[src/rtl/core/srsw_pkg.sv]
// Shared types and constants of the selective-repeat sender window.
// Depends on nothing; the interfaces and the top level import it.
`default_nettype none

package srsw_pkg;

  localparam int SLOTS       = 20;
  localparam int WINDOW      = 10;
  localparam int MAX_PAYLOAD = 512;
  localparam int SEQ_MODULUS = 25601;
  localparam int SPAN        = (WINDOW < SLOTS) ? WINDOW : SLOTS;

  localparam int SLOT_W = 5;
  localparam int SEQ_W  = 15;
  localparam int LEN_W  = 10;
  localparam int ACK_W  = 16;
  localparam int TMO_W  = 16;
  localparam int TICK_W = 32;
  localparam int ADV_W  = 4;
  localparam int CNT_W  = $clog2(SPAN + 1);
  localparam int WALK_W = $clog2(WINDOW + 1);

  localparam int ADDR_W = 4;
  localparam int DATA_W = 32;

  // Register indexes, taken from paddr[3:2].
  localparam logic [1:0] REG_START   = 2'd0;
  localparam logic [1:0] REG_PEER    = 2'd1;
  localparam logic [1:0] REG_TIMEOUT = 2'd2;

  typedef enum logic [1:0] {
    KIND_SEND = 2'd0,
    KIND_ACK  = 2'd1,
    KIND_TICK = 2'd2,
    KIND_NONE = 2'd3
  } kind_e;

  typedef enum logic [2:0] {
    ST_TX_NEW      = 3'd0,
    ST_RETX        = 3'd1,
    ST_ACK_IGNORED = 3'd2,
    ST_ACK_OK      = 3'd3,
    ST_REFUSED     = 3'd4,
    ST_NOTHING_DUE = 3'd5
  } status_e;

  typedef struct packed {
    kind_e              kind;
    logic [LEN_W-1:0]   payload_length;
    logic [SLOT_W-1:0]  ack_slot;
    logic [ACK_W-1:0]   acked_through;
  } req_t;

  typedef struct packed {
    status_e            status;
    logic [SLOT_W-1:0]  slot;
    logic [SEQ_W-1:0]   sequence_res;
    logic [LEN_W-1:0]   length;
    logic               ack_flag;
    logic [ADV_W-1:0]   advanced;
    logic               all_acked;
    logic               last;
  } res_t;

endpackage

`default_nettype wire

[src/rtl/core/srsw_req_if.sv]
// Request channel of the sender window: valid/ready plus one input request.
// Depends on srsw_pkg for the request type.
`default_nettype none

interface srsw_req_if import srsw_pkg::*; ();
  logic valid;
  logic ready;
  req_t data;

  modport source (output valid, output data, input ready);
  modport sink   (input valid, input data, output ready);
endinterface

`default_nettype wire

[src/rtl/core/srsw_res_if.sv]
// Result channel of the sender window: valid/ready plus one result.
// Depends on srsw_pkg for the result type.
`default_nettype none

interface srsw_res_if import srsw_pkg::*; ();
  logic valid;
  logic ready;
  res_t data;

  modport source (output valid, output data, input ready);
  modport sink   (input valid, input data, output ready);
endinterface

`default_nettype wire

[src/rtl/core/selective_repeat_sender_window.sv]
// Sender-side window bookkeeping for selective-repeat ARQ over a ring of slots.
// Depends on srsw_pkg, srsw_req_if and srsw_res_if.
`default_nettype none

// Channel   Direction  Handshake              Payload
// req_i     in         valid/ready            kind, payload_length, ack_slot, acked_through
// res_o     out        valid/ready            status, slot, sequence_res, length, ...
// apb       in         psel/penable/pwrite    paddr, pwdata (prdata on reads)
//
// A request is taken from the idle state, then handled by a small sequencer that walks
// the slot ring one slot per cycle unless a stalled result holds it. A send and an ack
// off the base slot each give one result; an ack on the base slot also releases the
// acked slots from the base, and a tick scans the 10-slot window slot by slot.
// Reset is asynchronous and active low; no clearing pass is needed.
// A stalled result holds the sequencer in place; up to one further result is
// held in a pending register so that the last flag can be set correctly.
module selective_repeat_sender_window import srsw_pkg::*; (
  input  wire logic              clk_i,
  input  wire logic              rst_ni,
  input  wire logic              psel,
  input  wire logic              penable,
  input  wire logic              pwrite,
  input  wire logic [ADDR_W-1:0] paddr,
  input  wire logic [DATA_W-1:0] pwdata,
  output logic      [DATA_W-1:0] prdata,
  output logic                   pready,
  srsw_req_if.sink               req_i,
  srsw_res_if.source             res_o
);

  typedef enum logic [2:0] {
    S_IDLE,
    S_SEND,
    S_ACK,
    S_WALK,
    S_SCAN
  } state_e;

  // Configuration registers.
  logic [SEQ_W-1:0]  start_q;
  logic [ACK_W-1:0]  peer_ack_q;
  logic [TMO_W-1:0]  timeout_q;

  // Window state.
  logic [SLOTS-1:0]  slot_sent_q;
  logic [SLOTS-1:0]  slot_acked_q;
  logic [TICK_W-1:0] tick_q;
  logic [SLOT_W-1:0] base_q;
  logic [SLOT_W-1:0] next_q;
  logic [SEQ_W-1:0]  next_seq_q;
  logic              ack_pending_q;

  // Per-slot storage, only read for slots that were sent.
  logic [SEQ_W-1:0]  seq_mem  [SLOTS];
  logic [LEN_W-1:0]  len_mem  [SLOTS];
  logic [TICK_W-1:0] dl_mem   [SLOTS];

  // Sequencer.
  state_e            state_q;
  req_t              req_q;
  logic [SLOT_W-1:0] ptr_q;
  logic [CNT_W-1:0]  cnt_q;
  logic [WALK_W-1:0] adv_q;
  logic              pend_valid_q;
  res_t              pend_q;
  logic              out_valid_q;
  res_t              out_q;

  logic              cfg_wr;
  logic              out_free;
  logic [TMO_W-1:0]  eff_timeout;
  logic [SLOT_W:0]   outstanding;
  logic              send_refused;
  logic              send_take;
  logic [SEQ_W:0]    seq_sum;
  logic [SEQ_W-1:0]  seq_next;
  logic [SEQ_W:0]    start_wrap;
  logic              ack_ok;
  logic [TICK_W-1:0] age;
  logic              scan_hit;
  logic              scan_take;
  logic              walk_more;
  logic              all_acked;
  logic [TICK_W-1:0] new_deadline;
  res_t              send_res;
  res_t              ack_res;
  res_t              scan_res;
  res_t              pend_last;

  function automatic logic [SLOT_W-1:0] slot_inc(input logic [SLOT_W-1:0] p);
    slot_inc = (p == SLOT_W'(SLOTS - 1)) ? '0 : p + SLOT_W'(1);
  endfunction

  function automatic res_t res_plain(input status_e st, input logic [SLOT_W-1:0] sl);
    res_t r;
    r        = '0;
    r.status = st;
    r.slot   = sl;
    r.last   = 1'b1;
    res_plain = r;
  endfunction

  // The configuration port is always ready and writes in its access cycle.
  assign pready = 1'b1;
  assign cfg_wr = psel && penable && pwrite;

  always_comb begin
    case (paddr[3:2])
      REG_START:   prdata = DATA_W'(start_q);
      REG_PEER:    prdata = DATA_W'(peer_ack_q);
      REG_TIMEOUT: prdata = DATA_W'(timeout_q);
      default:     prdata = '0;
    endcase
  end

  // A start sequence is below twice the modulus, so one compare and subtract
  // reduces it.
  always_comb begin
    start_wrap = {1'b0, pwdata[SEQ_W-1:0]};
    if (start_wrap >= (SEQ_W + 1)'(SEQ_MODULUS)) begin
      start_wrap = start_wrap - (SEQ_W + 1)'(SEQ_MODULUS);
    end
  end

  assign out_free     = !out_valid_q || res_o.ready;
  assign eff_timeout  = (timeout_q == '0) ? TMO_W'(1) : timeout_q;
  assign new_deadline = tick_q + TICK_W'(eff_timeout);

  // Send: how many slots sit between base and next decides whether the window
  // is full; the sequence number then advances by the length, modulo the space.
  assign outstanding = (next_q >= base_q)
                       ? ({1'b0, next_q} - {1'b0, base_q})
                       : ({1'b0, next_q} + (SLOT_W + 1)'(SLOTS) - {1'b0, base_q});
  assign send_refused = (req_q.payload_length == '0)
                     || (req_q.payload_length > LEN_W'(MAX_PAYLOAD))
                     || (outstanding >= (SLOT_W + 1)'(WINDOW))
                     || slot_sent_q[next_q];
  assign send_take = (state_q == S_SEND) && out_free && !send_refused;
  assign seq_sum   = {1'b0, next_seq_q} + (SEQ_W + 1)'(req_q.payload_length);
  assign seq_next  = (seq_sum >= (SEQ_W + 1)'(SEQ_MODULUS))
                     ? SEQ_W'(seq_sum - (SEQ_W + 1)'(SEQ_MODULUS))
                     : SEQ_W'(seq_sum);

  always_comb begin
    send_res              = res_plain(ST_TX_NEW, next_q);
    send_res.sequence_res = next_seq_q;
    send_res.length       = req_q.payload_length;
    send_res.ack_flag     = ack_pending_q;
    if (send_refused) begin
      send_res = res_plain(ST_REFUSED, '0);
    end
  end

  // Ack: a slot beyond the ring or never sent is ignored.
  assign ack_ok = (req_q.ack_slot < SLOT_W'(SLOTS)) && slot_sent_q[req_q.ack_slot];

  // Walk: release the base slot while it is acked, up to a window's worth.
  assign walk_more = (adv_q < WALK_W'(WINDOW)) && slot_acked_q[base_q];
  assign all_acked = (adv_q != '0) && (base_q == next_q) && !slot_sent_q[next_q];

  always_comb begin
    ack_res           = res_plain(ST_ACK_OK, req_q.ack_slot);
    ack_res.advanced  = ADV_W'(adv_q);
    ack_res.all_acked = all_acked;
  end

  // Scan: wrap-safe deadline test, expired when tick minus deadline is
  // non-negative as a signed 32-bit value.
  assign age       = tick_q - dl_mem[ptr_q];
  assign scan_hit  = slot_sent_q[ptr_q] && !slot_acked_q[ptr_q] && !age[TICK_W-1];
  assign scan_take = (state_q == S_SCAN) && (cnt_q != CNT_W'(SPAN)) && scan_hit
                     && (!pend_valid_q || out_free);

  always_comb begin
    scan_res              = '0;
    scan_res.status       = ST_RETX;
    scan_res.slot         = ptr_q;
    scan_res.sequence_res = seq_mem[ptr_q];
    scan_res.length       = len_mem[ptr_q];
    scan_res.ack_flag     = ack_pending_q;
  end

  // The held retransmit as it leaves at the end of the scan, marked as the last one.
  always_comb begin
    pend_last      = pend_q;
    pend_last.last = 1'b1;
  end

  // Per-slot storage writes: one address per cycle, send and scan never overlap.
  always_ff @(posedge clk_i) begin
    if (send_take) begin
      seq_mem[next_q] <= next_seq_q;
      len_mem[next_q] <= req_q.payload_length;
      dl_mem[next_q]  <= new_deadline;
    end else if (scan_take) begin
      dl_mem[ptr_q]   <= new_deadline;
    end
  end

  always_ff @(posedge clk_i or negedge rst_ni) begin
    if (!rst_ni) begin
      start_q       <= '0;
      peer_ack_q    <= '0;
      timeout_q     <= TMO_W'(500);
      slot_sent_q   <= '0;
      slot_acked_q  <= '0;
      tick_q        <= '0;
      base_q        <= '0;
      next_q        <= '0;
      next_seq_q    <= '0;
      ack_pending_q <= 1'b1;
      state_q       <= S_IDLE;
      req_q         <= '0;
      ptr_q         <= '0;
      cnt_q         <= '0;
      adv_q         <= '0;
      pend_valid_q  <= 1'b0;
      pend_q        <= '0;
      out_valid_q   <= 1'b0;
      out_q         <= '0;
    end else begin
      if (out_valid_q && res_o.ready) begin
        out_valid_q <= 1'b0;
      end

      // Configuration must be written only while the sequencer is idle; the block does not enforce it.
      if (cfg_wr) begin
        case (paddr[3:2])
          REG_START: begin
            start_q    <= pwdata[SEQ_W-1:0];
            next_seq_q <= SEQ_W'(start_wrap);
          end
          REG_PEER:    peer_ack_q <= pwdata[ACK_W-1:0];
          REG_TIMEOUT: timeout_q  <= pwdata[TMO_W-1:0];
          default: ;
        endcase
      end

      unique case (state_q)
        S_IDLE: begin
          if (req_i.valid) begin
            req_q <= req_i.data;
            unique case (req_i.data.kind)
              KIND_SEND: state_q <= S_SEND;
              KIND_ACK:  state_q <= S_ACK;
              KIND_TICK: begin
                tick_q       <= tick_q + TICK_W'(1);
                ptr_q        <= base_q;
                cnt_q        <= '0;
                pend_valid_q <= 1'b0;
                state_q      <= S_SCAN;
              end
              KIND_NONE: state_q <= S_IDLE;
            endcase
          end
        end

        S_SEND: begin
          if (out_free) begin
            out_q       <= send_res;
            out_valid_q <= 1'b1;
            state_q     <= S_IDLE;
            if (!send_refused) begin
              slot_sent_q[next_q]  <= 1'b1;
              slot_acked_q[next_q] <= 1'b0;
              ack_pending_q        <= 1'b0;
              next_q               <= slot_inc(next_q);
              next_seq_q           <= seq_next;
            end
          end
        end

        S_ACK: begin
          if (!ack_ok) begin
            if (out_free) begin
              out_q       <= res_plain(ST_ACK_IGNORED, req_q.ack_slot);
              out_valid_q <= 1'b1;
              state_q     <= S_IDLE;
            end
          end else begin
            slot_acked_q[req_q.ack_slot] <= 1'b1;
            if (req_q.ack_slot == base_q) begin
              adv_q   <= '0;
              state_q <= S_WALK;
            end else if (out_free) begin
              out_q       <= res_plain(ST_ACK_OK, req_q.ack_slot);
              out_valid_q <= 1'b1;
              state_q     <= S_IDLE;
            end
          end
        end

        S_WALK: begin
          if (walk_more) begin
            slot_acked_q[base_q] <= 1'b0;
            slot_sent_q[base_q]  <= 1'b0;
            base_q               <= slot_inc(base_q);
            adv_q                <= adv_q + WALK_W'(1);
          end else if (out_free) begin
            out_q       <= ack_res;
            out_valid_q <= 1'b1;
            state_q     <= S_IDLE;
          end
        end

        S_SCAN: begin
          if (cnt_q == CNT_W'(SPAN)) begin
            // End of the window: the held retransmit, if any, is the last one.
            if (out_free) begin
              if (pend_valid_q) begin
                out_q <= pend_last;
              end else begin
                out_q <= res_plain(ST_NOTHING_DUE, '0);
              end
              out_valid_q  <= 1'b1;
              pend_valid_q <= 1'b0;
              state_q      <= S_IDLE;
            end
          end else if (scan_hit) begin
            // A new hit pushes the held one out, which therefore is not last.
            if (scan_take) begin
              if (pend_valid_q) begin
                out_q       <= pend_q;
                out_valid_q <= 1'b1;
              end
              pend_q        <= scan_res;
              pend_valid_q  <= 1'b1;
              ack_pending_q <= 1'b0;
              ptr_q         <= slot_inc(ptr_q);
              cnt_q         <= cnt_q + CNT_W'(1);
            end
          end else begin
            ptr_q <= slot_inc(ptr_q);
            cnt_q <= cnt_q + CNT_W'(1);
          end
        end

        default: state_q <= S_IDLE;
      endcase
    end
  end

  assign req_i.ready = (state_q == S_IDLE);
  assign res_o.valid = out_valid_q;
  assign res_o.data  = out_q;

  // An acked slot is always a sent slot.
  assert property (@(posedge clk_i) disable iff (!rst_ni)
    (slot_acked_q & ~slot_sent_q) == '0)
    else $error("acked slot that was never sent");

  // The window never holds more than WINDOW outstanding slots.
  assert property (@(posedge clk_i) disable iff (!rst_ni)
    outstanding <= (SLOT_W + 1)'(WINDOW))
    else $error("window overfilled");

  // The base walk never releases more than one window.
  assert property (@(posedge clk_i) disable iff (!rst_ni)
    (state_q == S_WALK) |-> (adv_q <= WALK_W'(WINDOW)))
    else $error("base walk ran past the window");

  // An accepted tick advances the tick count by exactly one.
  assert property (@(posedge clk_i) disable iff (!rst_ni)
    (req_i.valid && req_i.ready && (req_i.data.kind == KIND_TICK) && !cfg_wr)
    |=> (tick_q == $past(tick_q) + TICK_W'(1)))
    else $error("tick count did not advance");

endmodule

`default_nettype wire
[src/flat_wrapper.sv]
// flat-port wrapper written by rule: the top's interface ports become plain ports
module selective_repeat_sender_window_flat import srsw_pkg::*;
  (clk_i, rst_ni, psel, penable, pwrite, paddr, pwdata, prdata, pready, req_i_valid, req_i_data, req_i_ready, res_o_valid, res_o_data, res_o_ready);
  srsw_req_if req_i_i ();
  srsw_res_if res_o_i ();
  input  wire logic clk_i;
  input  wire logic rst_ni;
  input  wire logic psel;
  input  wire logic penable;
  input  wire logic pwrite;
  input  wire logic [ADDR_W-1:0] paddr;
  input  wire logic [DATA_W-1:0] pwdata;
  output logic      [DATA_W-1:0] prdata;
  output logic pready;
  input wire logic [$bits(req_i_i.valid)-1:0] req_i_valid;
  input wire logic [$bits(req_i_i.data)-1:0] req_i_data;
  output wire logic [$bits(req_i_i.ready)-1:0] req_i_ready;
  output wire logic [$bits(res_o_i.valid)-1:0] res_o_valid;
  output wire logic [$bits(res_o_i.data)-1:0] res_o_data;
  input wire logic [$bits(res_o_i.ready)-1:0] res_o_ready;
  assign req_i_i.valid = req_i_valid;
  assign req_i_i.data = req_i_data;
  assign req_i_ready = req_i_i.ready;
  assign res_o_valid = res_o_i.valid;
  assign res_o_data = res_o_i.data;
  assign res_o_i.ready = res_o_ready;
  selective_repeat_sender_window u_core (.clk_i(clk_i), .rst_ni(rst_ni), .psel(psel), .penable(penable), .pwrite(pwrite), .paddr(paddr), .pwdata(pwdata), .prdata(prdata), .pready(pready), .req_i(req_i_i), .res_o(res_o_i));
endmodule
[config.mk]
export PLATFORM = sky130hd
export DESIGN_NAME = selective_repeat_sender_window_flat
export DESIGN_NICKNAME = d
export VERILOG_FILES = /design/src/rtl/core/srsw_pkg.sv /design/src/rtl/core/srsw_req_if.sv /design/src/rtl/core/srsw_res_if.sv /design/src/rtl/core/selective_repeat_sender_window.sv /design/src/flat_wrapper.sv
export SDC_FILE = /design/constraint.sdc
export NUM_CORES = 2
export LEC_CHECK = 0
export ABC_AREA = 0
export BUFFER_PORTS_ARGS = -buffer_cell sky130_fd_sc_hd__buf_2
export CAP_MARGIN = 20
export CORE_UTILIZATION = 37
export DETAILED_ROUTE_END_ITERATION = 10
export PLACE_DENSITY = 0.52
export RECOVER_POWER = 25
export SLEW_MARGIN = 30
export SYNTH_ARGS = -nofsm -noshare
export SYNTH_HDL_FRONTEND = slang
export SYNTH_SLANG_ARGS = --single-unit
[constraint.sdc]
create_clock -name clk_i -period 9.8 [get_ports clk_i]
set_input_delay 0.49 -clock clk_i [delete_from_list [all_inputs] [get_ports clk_i]]
set_output_delay 0.49 -clock clk_i [all_outputs]
set_load 0.01 [all_outputs]
==> results by stage <==
Outcome:
- The flow ran to the end, but the final reports show violations.
- The checks that failed: max-capacitance violations, max-slew violations.

Worst hold path:
- Counting instances, the worst hold path has a depth of 2.
- The worst hold path belongs to the class input pin to register.

STA:
- At the pin with the least slew margin, the transition time is 5.04 ns.
- Clock skew on the completed layout was measured at 0.0348 ns.
- The final max-slew violation count is approximately 150.
- The relative slew slack is -236%.
- The post-route minimum period is 7.03 ns.
- Setup repair after global routing left no endpoint under its margin.
- The number of hold violations in the final report is 0.
- The post-route setup TNS is 0 ns.
- The period utilization is 71.7%.
- The setup violation total in the final timing report is 0.
- The highest achievable clock rate is 142 MHz.
- Hold timing on the final database bottoms out at a slack of 0.0978 ns.

Logic synthesis:
- The unique cell type count in the Yosys netlist is 81.
- The main combinational cell family by area after synthesis is multiplexers.
- The Yosys step of the flow raised 0 warnings.
- The portion of synthesized area spent on multiplexers is 16.3%.
- The simple logic cell fraction of the synthesized area is 4.21%.
- The number of instances in the synthesized netlist is 3333.
- The xor/xnor cell area share of the yosys netlist is under 10%.
- After synthesis the netlist holds a flip-flop and latch count of 1390.
- In this run the cell area of the synthesized design comes to 0.0587 mm^2.
- The post-synthesis area per instance is 17.6 um^2.
- After Yosys synthesis, full adders, half adders and majority gates account for 2.02% of the synthesized area.
- The main flop type after synthesis is edfxtp_1.
- Sequential cells were found to cover between 60% and 70% of the synthesized design area.
- Summing the areas of all compound-gate instances in the mapped netlist gives 4.97% of the synthesized area.
- The share of synthesized flip-flops with an asynchronous set or reset is 18.0%.
- The number of flops mapped to enable cells by yosys is 1140.

Finish:
- The library cell used most frequently in the layout, excluding fill and tap cells, is edfxtp_1.
- Of the cells placed in the final design, the portion with a size suffix greater than 1 is 25.1%.
- The number of fill cells in the layout is 13791.
- In the final design database the tool counted between 3000 and 4000 nets.
- Leaving out fill and tap cells, the most frequent cells in the layout are edfxtp_1 (1140), mux4_2 (358), dfrtp_1 (240), nand2_1 (182), clkbuf_16 (157).
- 0 antenna diodes ended up in the layout.
- The area growth from synthesis to final layout is 15.3%.
- The cell area after layout is 0.0677 mm^2.

Clock network:
- The number of buffers inserted during clock tree synthesis is 153.
- Clock latency on the worst-skew pair, taken at its later pin, is 0.77 ns.
- Clock-pin slew was measured on the worst setup and hold paths at approximately 0.06 ns.
- TritonCTS built the clock tree.
- The clock root buffer is clkbuf_16.
- The maximum buffer depth of the clock tree is 3.
- The total clock sinks is between 1000 and 1500.
- The clock tree synthesis step divided the H-tree into 4 levels.
- Buffers added to address setup during post-CTS repair amount to 0.

Placed design:
- The cell area after placement is 0.0624 mm^2.
- The number of buffers added on ports is 99.
- The HPWL reported at the end of detailed placement is 85300 um.
- Routability-driven placement finished with a final weighted congestion of 0.851.

Die:
- The core box area is 0.157 mm^2.
- The width of the die is about 400 um.
- The die covers 0.160 mm^2.
- 151 I/O pins were placed.
- The effective utilization at floorplan is a little under two fifths.
- The row count is 145.
- The floorplan step set the die height to 400 um.

Global routing:
- The global-route wire length before repair is 220000 um.
- The number of antenna violations at the first check in global routing came to 7.
- Across every metal layer, demand over resource in global routing totals 18.6%.
- The total congestion overflow after global routing is 0.
- The via count of the first global-routing pass is approximately 32000.
- The maximum number of pins on one net before global-route repair is between 100 and 150.

Critical path:
- The worst setup path is captured at a register.
- STA puts the critical path data required time at 10.23 ns.
- The worst setup path is launched from a register.
- The internal reg-to-reg setup slack is 2.77 ns.
- The depth of the worst register-to-register path is 19.
- The arrival time reported for the critical path endpoint is 7.46 ns.
- The worst setup path is of the register to register kind.
- In this run the worst path has a maximum fanout of 61.

Route:
- The count of TritonRoute iterations in the first routing pass is 6.
- The via density per instance is 5.48.
- Detailed routing inserted a total of approximately 31000 vias.
- In the routed design, unresolved DRC markers number 0.
- In the final routed layout, each cell accounts on average for between 20 and 30 um.
- The final layout contains routed wiring with a total length of 148000 um.
- The final antenna-violating net count is 0.
- The violation count after the first detailed-route iteration is 2909.

Power:
- In this run the power density over the cells is 266 mW/mm^2.
- The static power due to leakage is 23.5 nW.
- The worst IR drop on VDD is 176 uV.
- Power comes to 0.0180 W.

Flow run:
- The number of max-capacitance violations reported is 3.
## final timing paths
kind / from / end
max reg2reg: u_core.ptr_q[0] / u_core.dl_mem[5][27]
max in group asynchronous: rst_ni / u_core.timeout_q[4]
max: u_core.ptr_q[0] / u_core.dl_mem[5][27]
min reg2reg: u_core.pend_last[37] / u_core.pend_last[37]
min: pwdata[0] / u_core.timeout_q[0]
min in group asynchronous: rst_ni / u_core.req_q[26]
## state kept, by name (all words and copies together), names as in the netlist, 16 cells and up
name                 count
u_core.dl_mem          640
u_core.seq_mem         300
u_core.len_mem         200
u_core.res_o.data       40
u_core.pend_last        32
u_core.tick_q           32
u_core.slot_acked_q     20
u_core.slot_sent_q      20
u_core.peer_ack_q       16
u_core.timeout_q        16
## area by class of cell
class,instances,area [um^2],area share (%)
Tap cell,2058,2570,3.80
Sequential cell,1390,40500,59.9
Clock inverter,71,801,1.18
Timing Repair Buffer,239,1710,2.53
Multi-Input combinational cell,1698,17600,26.0
Inverter,56,215,0.318
Clock buffer,211,4300,6.36
## cells in the mapped netlist, types with 15 or more instances
library cell / instances / area (um^2)
edfxtp_1: 1140 / 34200
mux4_2: 358 / 8060
dfrtp_1: 243 / 6080
nand2_1: 182 / 683
o21ai_0: 155 / 776
nor2_1: 145 / 544
clkbuf_1: 132 / 495
ha_1: 85 / 1060
mux2i_1: 77 / 771
a21oi_1: 76 / 380
mux2_2: 65 / 732
xnor2_1: 64 / 561
inv_1: 53 / 199
xor2_1: 40 / 350
nand3_1: 39 / 195
nor3_1: 35 / 175
a22oi_1: 33 / 248
a21o_1: 30 / 225
buf_1: 27 / 101
nand4_1: 23 / 144
o21ai_1: 22 / 110
buf_2: 20 / 100
buf_4: 19 / 143
a22o_1: 17 / 149
a31oi_1: 17 / 106
nand2b_1: 15 / 93.8
## critical path, cell delays in order (launching register included)
cell and delay, ns:
dfrtp_4 0.79, buf_12 0.50, buf_4 0.34, mux4_2 0.52
mux4_2 0.47, mux2i_1 0.17, ha_1 0.17, inv_1 0.07
a211o_1 0.26, a211oi_1 0.28, o21ai_1 0.22, a21oi_1 0.35
o211ai_1 0.16, buf_4 0.20, mux2i_4 0.33, buf_4 0.44
nor2_1 0.09, a32oi_2 0.60, nor2_4 0.23, buf_4 0.38
## stage by stage
step,instances,utilization (%),setup slack [ns]
after floorplan,3348,-,2.88
after global placement,5414,39.6,2.14
after detailed placement,5423,39.8,2.67
after CTS,5722,43.2,2.62
after global routing,5723,43.1,1.76
final,5723,43.1,2.77
## per-layer routing
| layer | wire, um | global-route usage, % |
|---|---|---|
| met4 | 2690 | 4.57 |
| met1 | 69100 | 27.6 |
| met3 | 8260 | 3.03 |
| met5 | 0 | 0 |
| met2 | 67900 | 28.4 |
## cells by family (layout without fill, tap and decap cells)
family / after synthesis / in the layout
AOI/OAI and AO/OA: 457 / 457
xor gates and xnor gates: 104 / 104
adders and majority gates: 91 / 91
buffers and inverters: 260 / 577
DFF: 1390 / 1390
muxes: 501 / 501
other: 2 / 17
and+or+nand+nor: 528 / 528
## power by group
| part | internal [W] | total (W) | switching, W |
|---|---|---|---|
| sequential | 0.00711 | 0.00758 | 0.000461 |
| clock | 0.00340 | 0.00577 | 0.00237 |
| combinational | 0.00207 | 0.00466 | 0.00259 |
| total | 0.0126 | 0.0180 | 0.00542 |
## timing repair
action,4_1_cts,5_1_grt
hold buffers,17,0
hold endpoints to repair,100,0
setup endpoints to repair,0,0
gates resized for setup,0,0
Power figures use the tool's default switching activity.
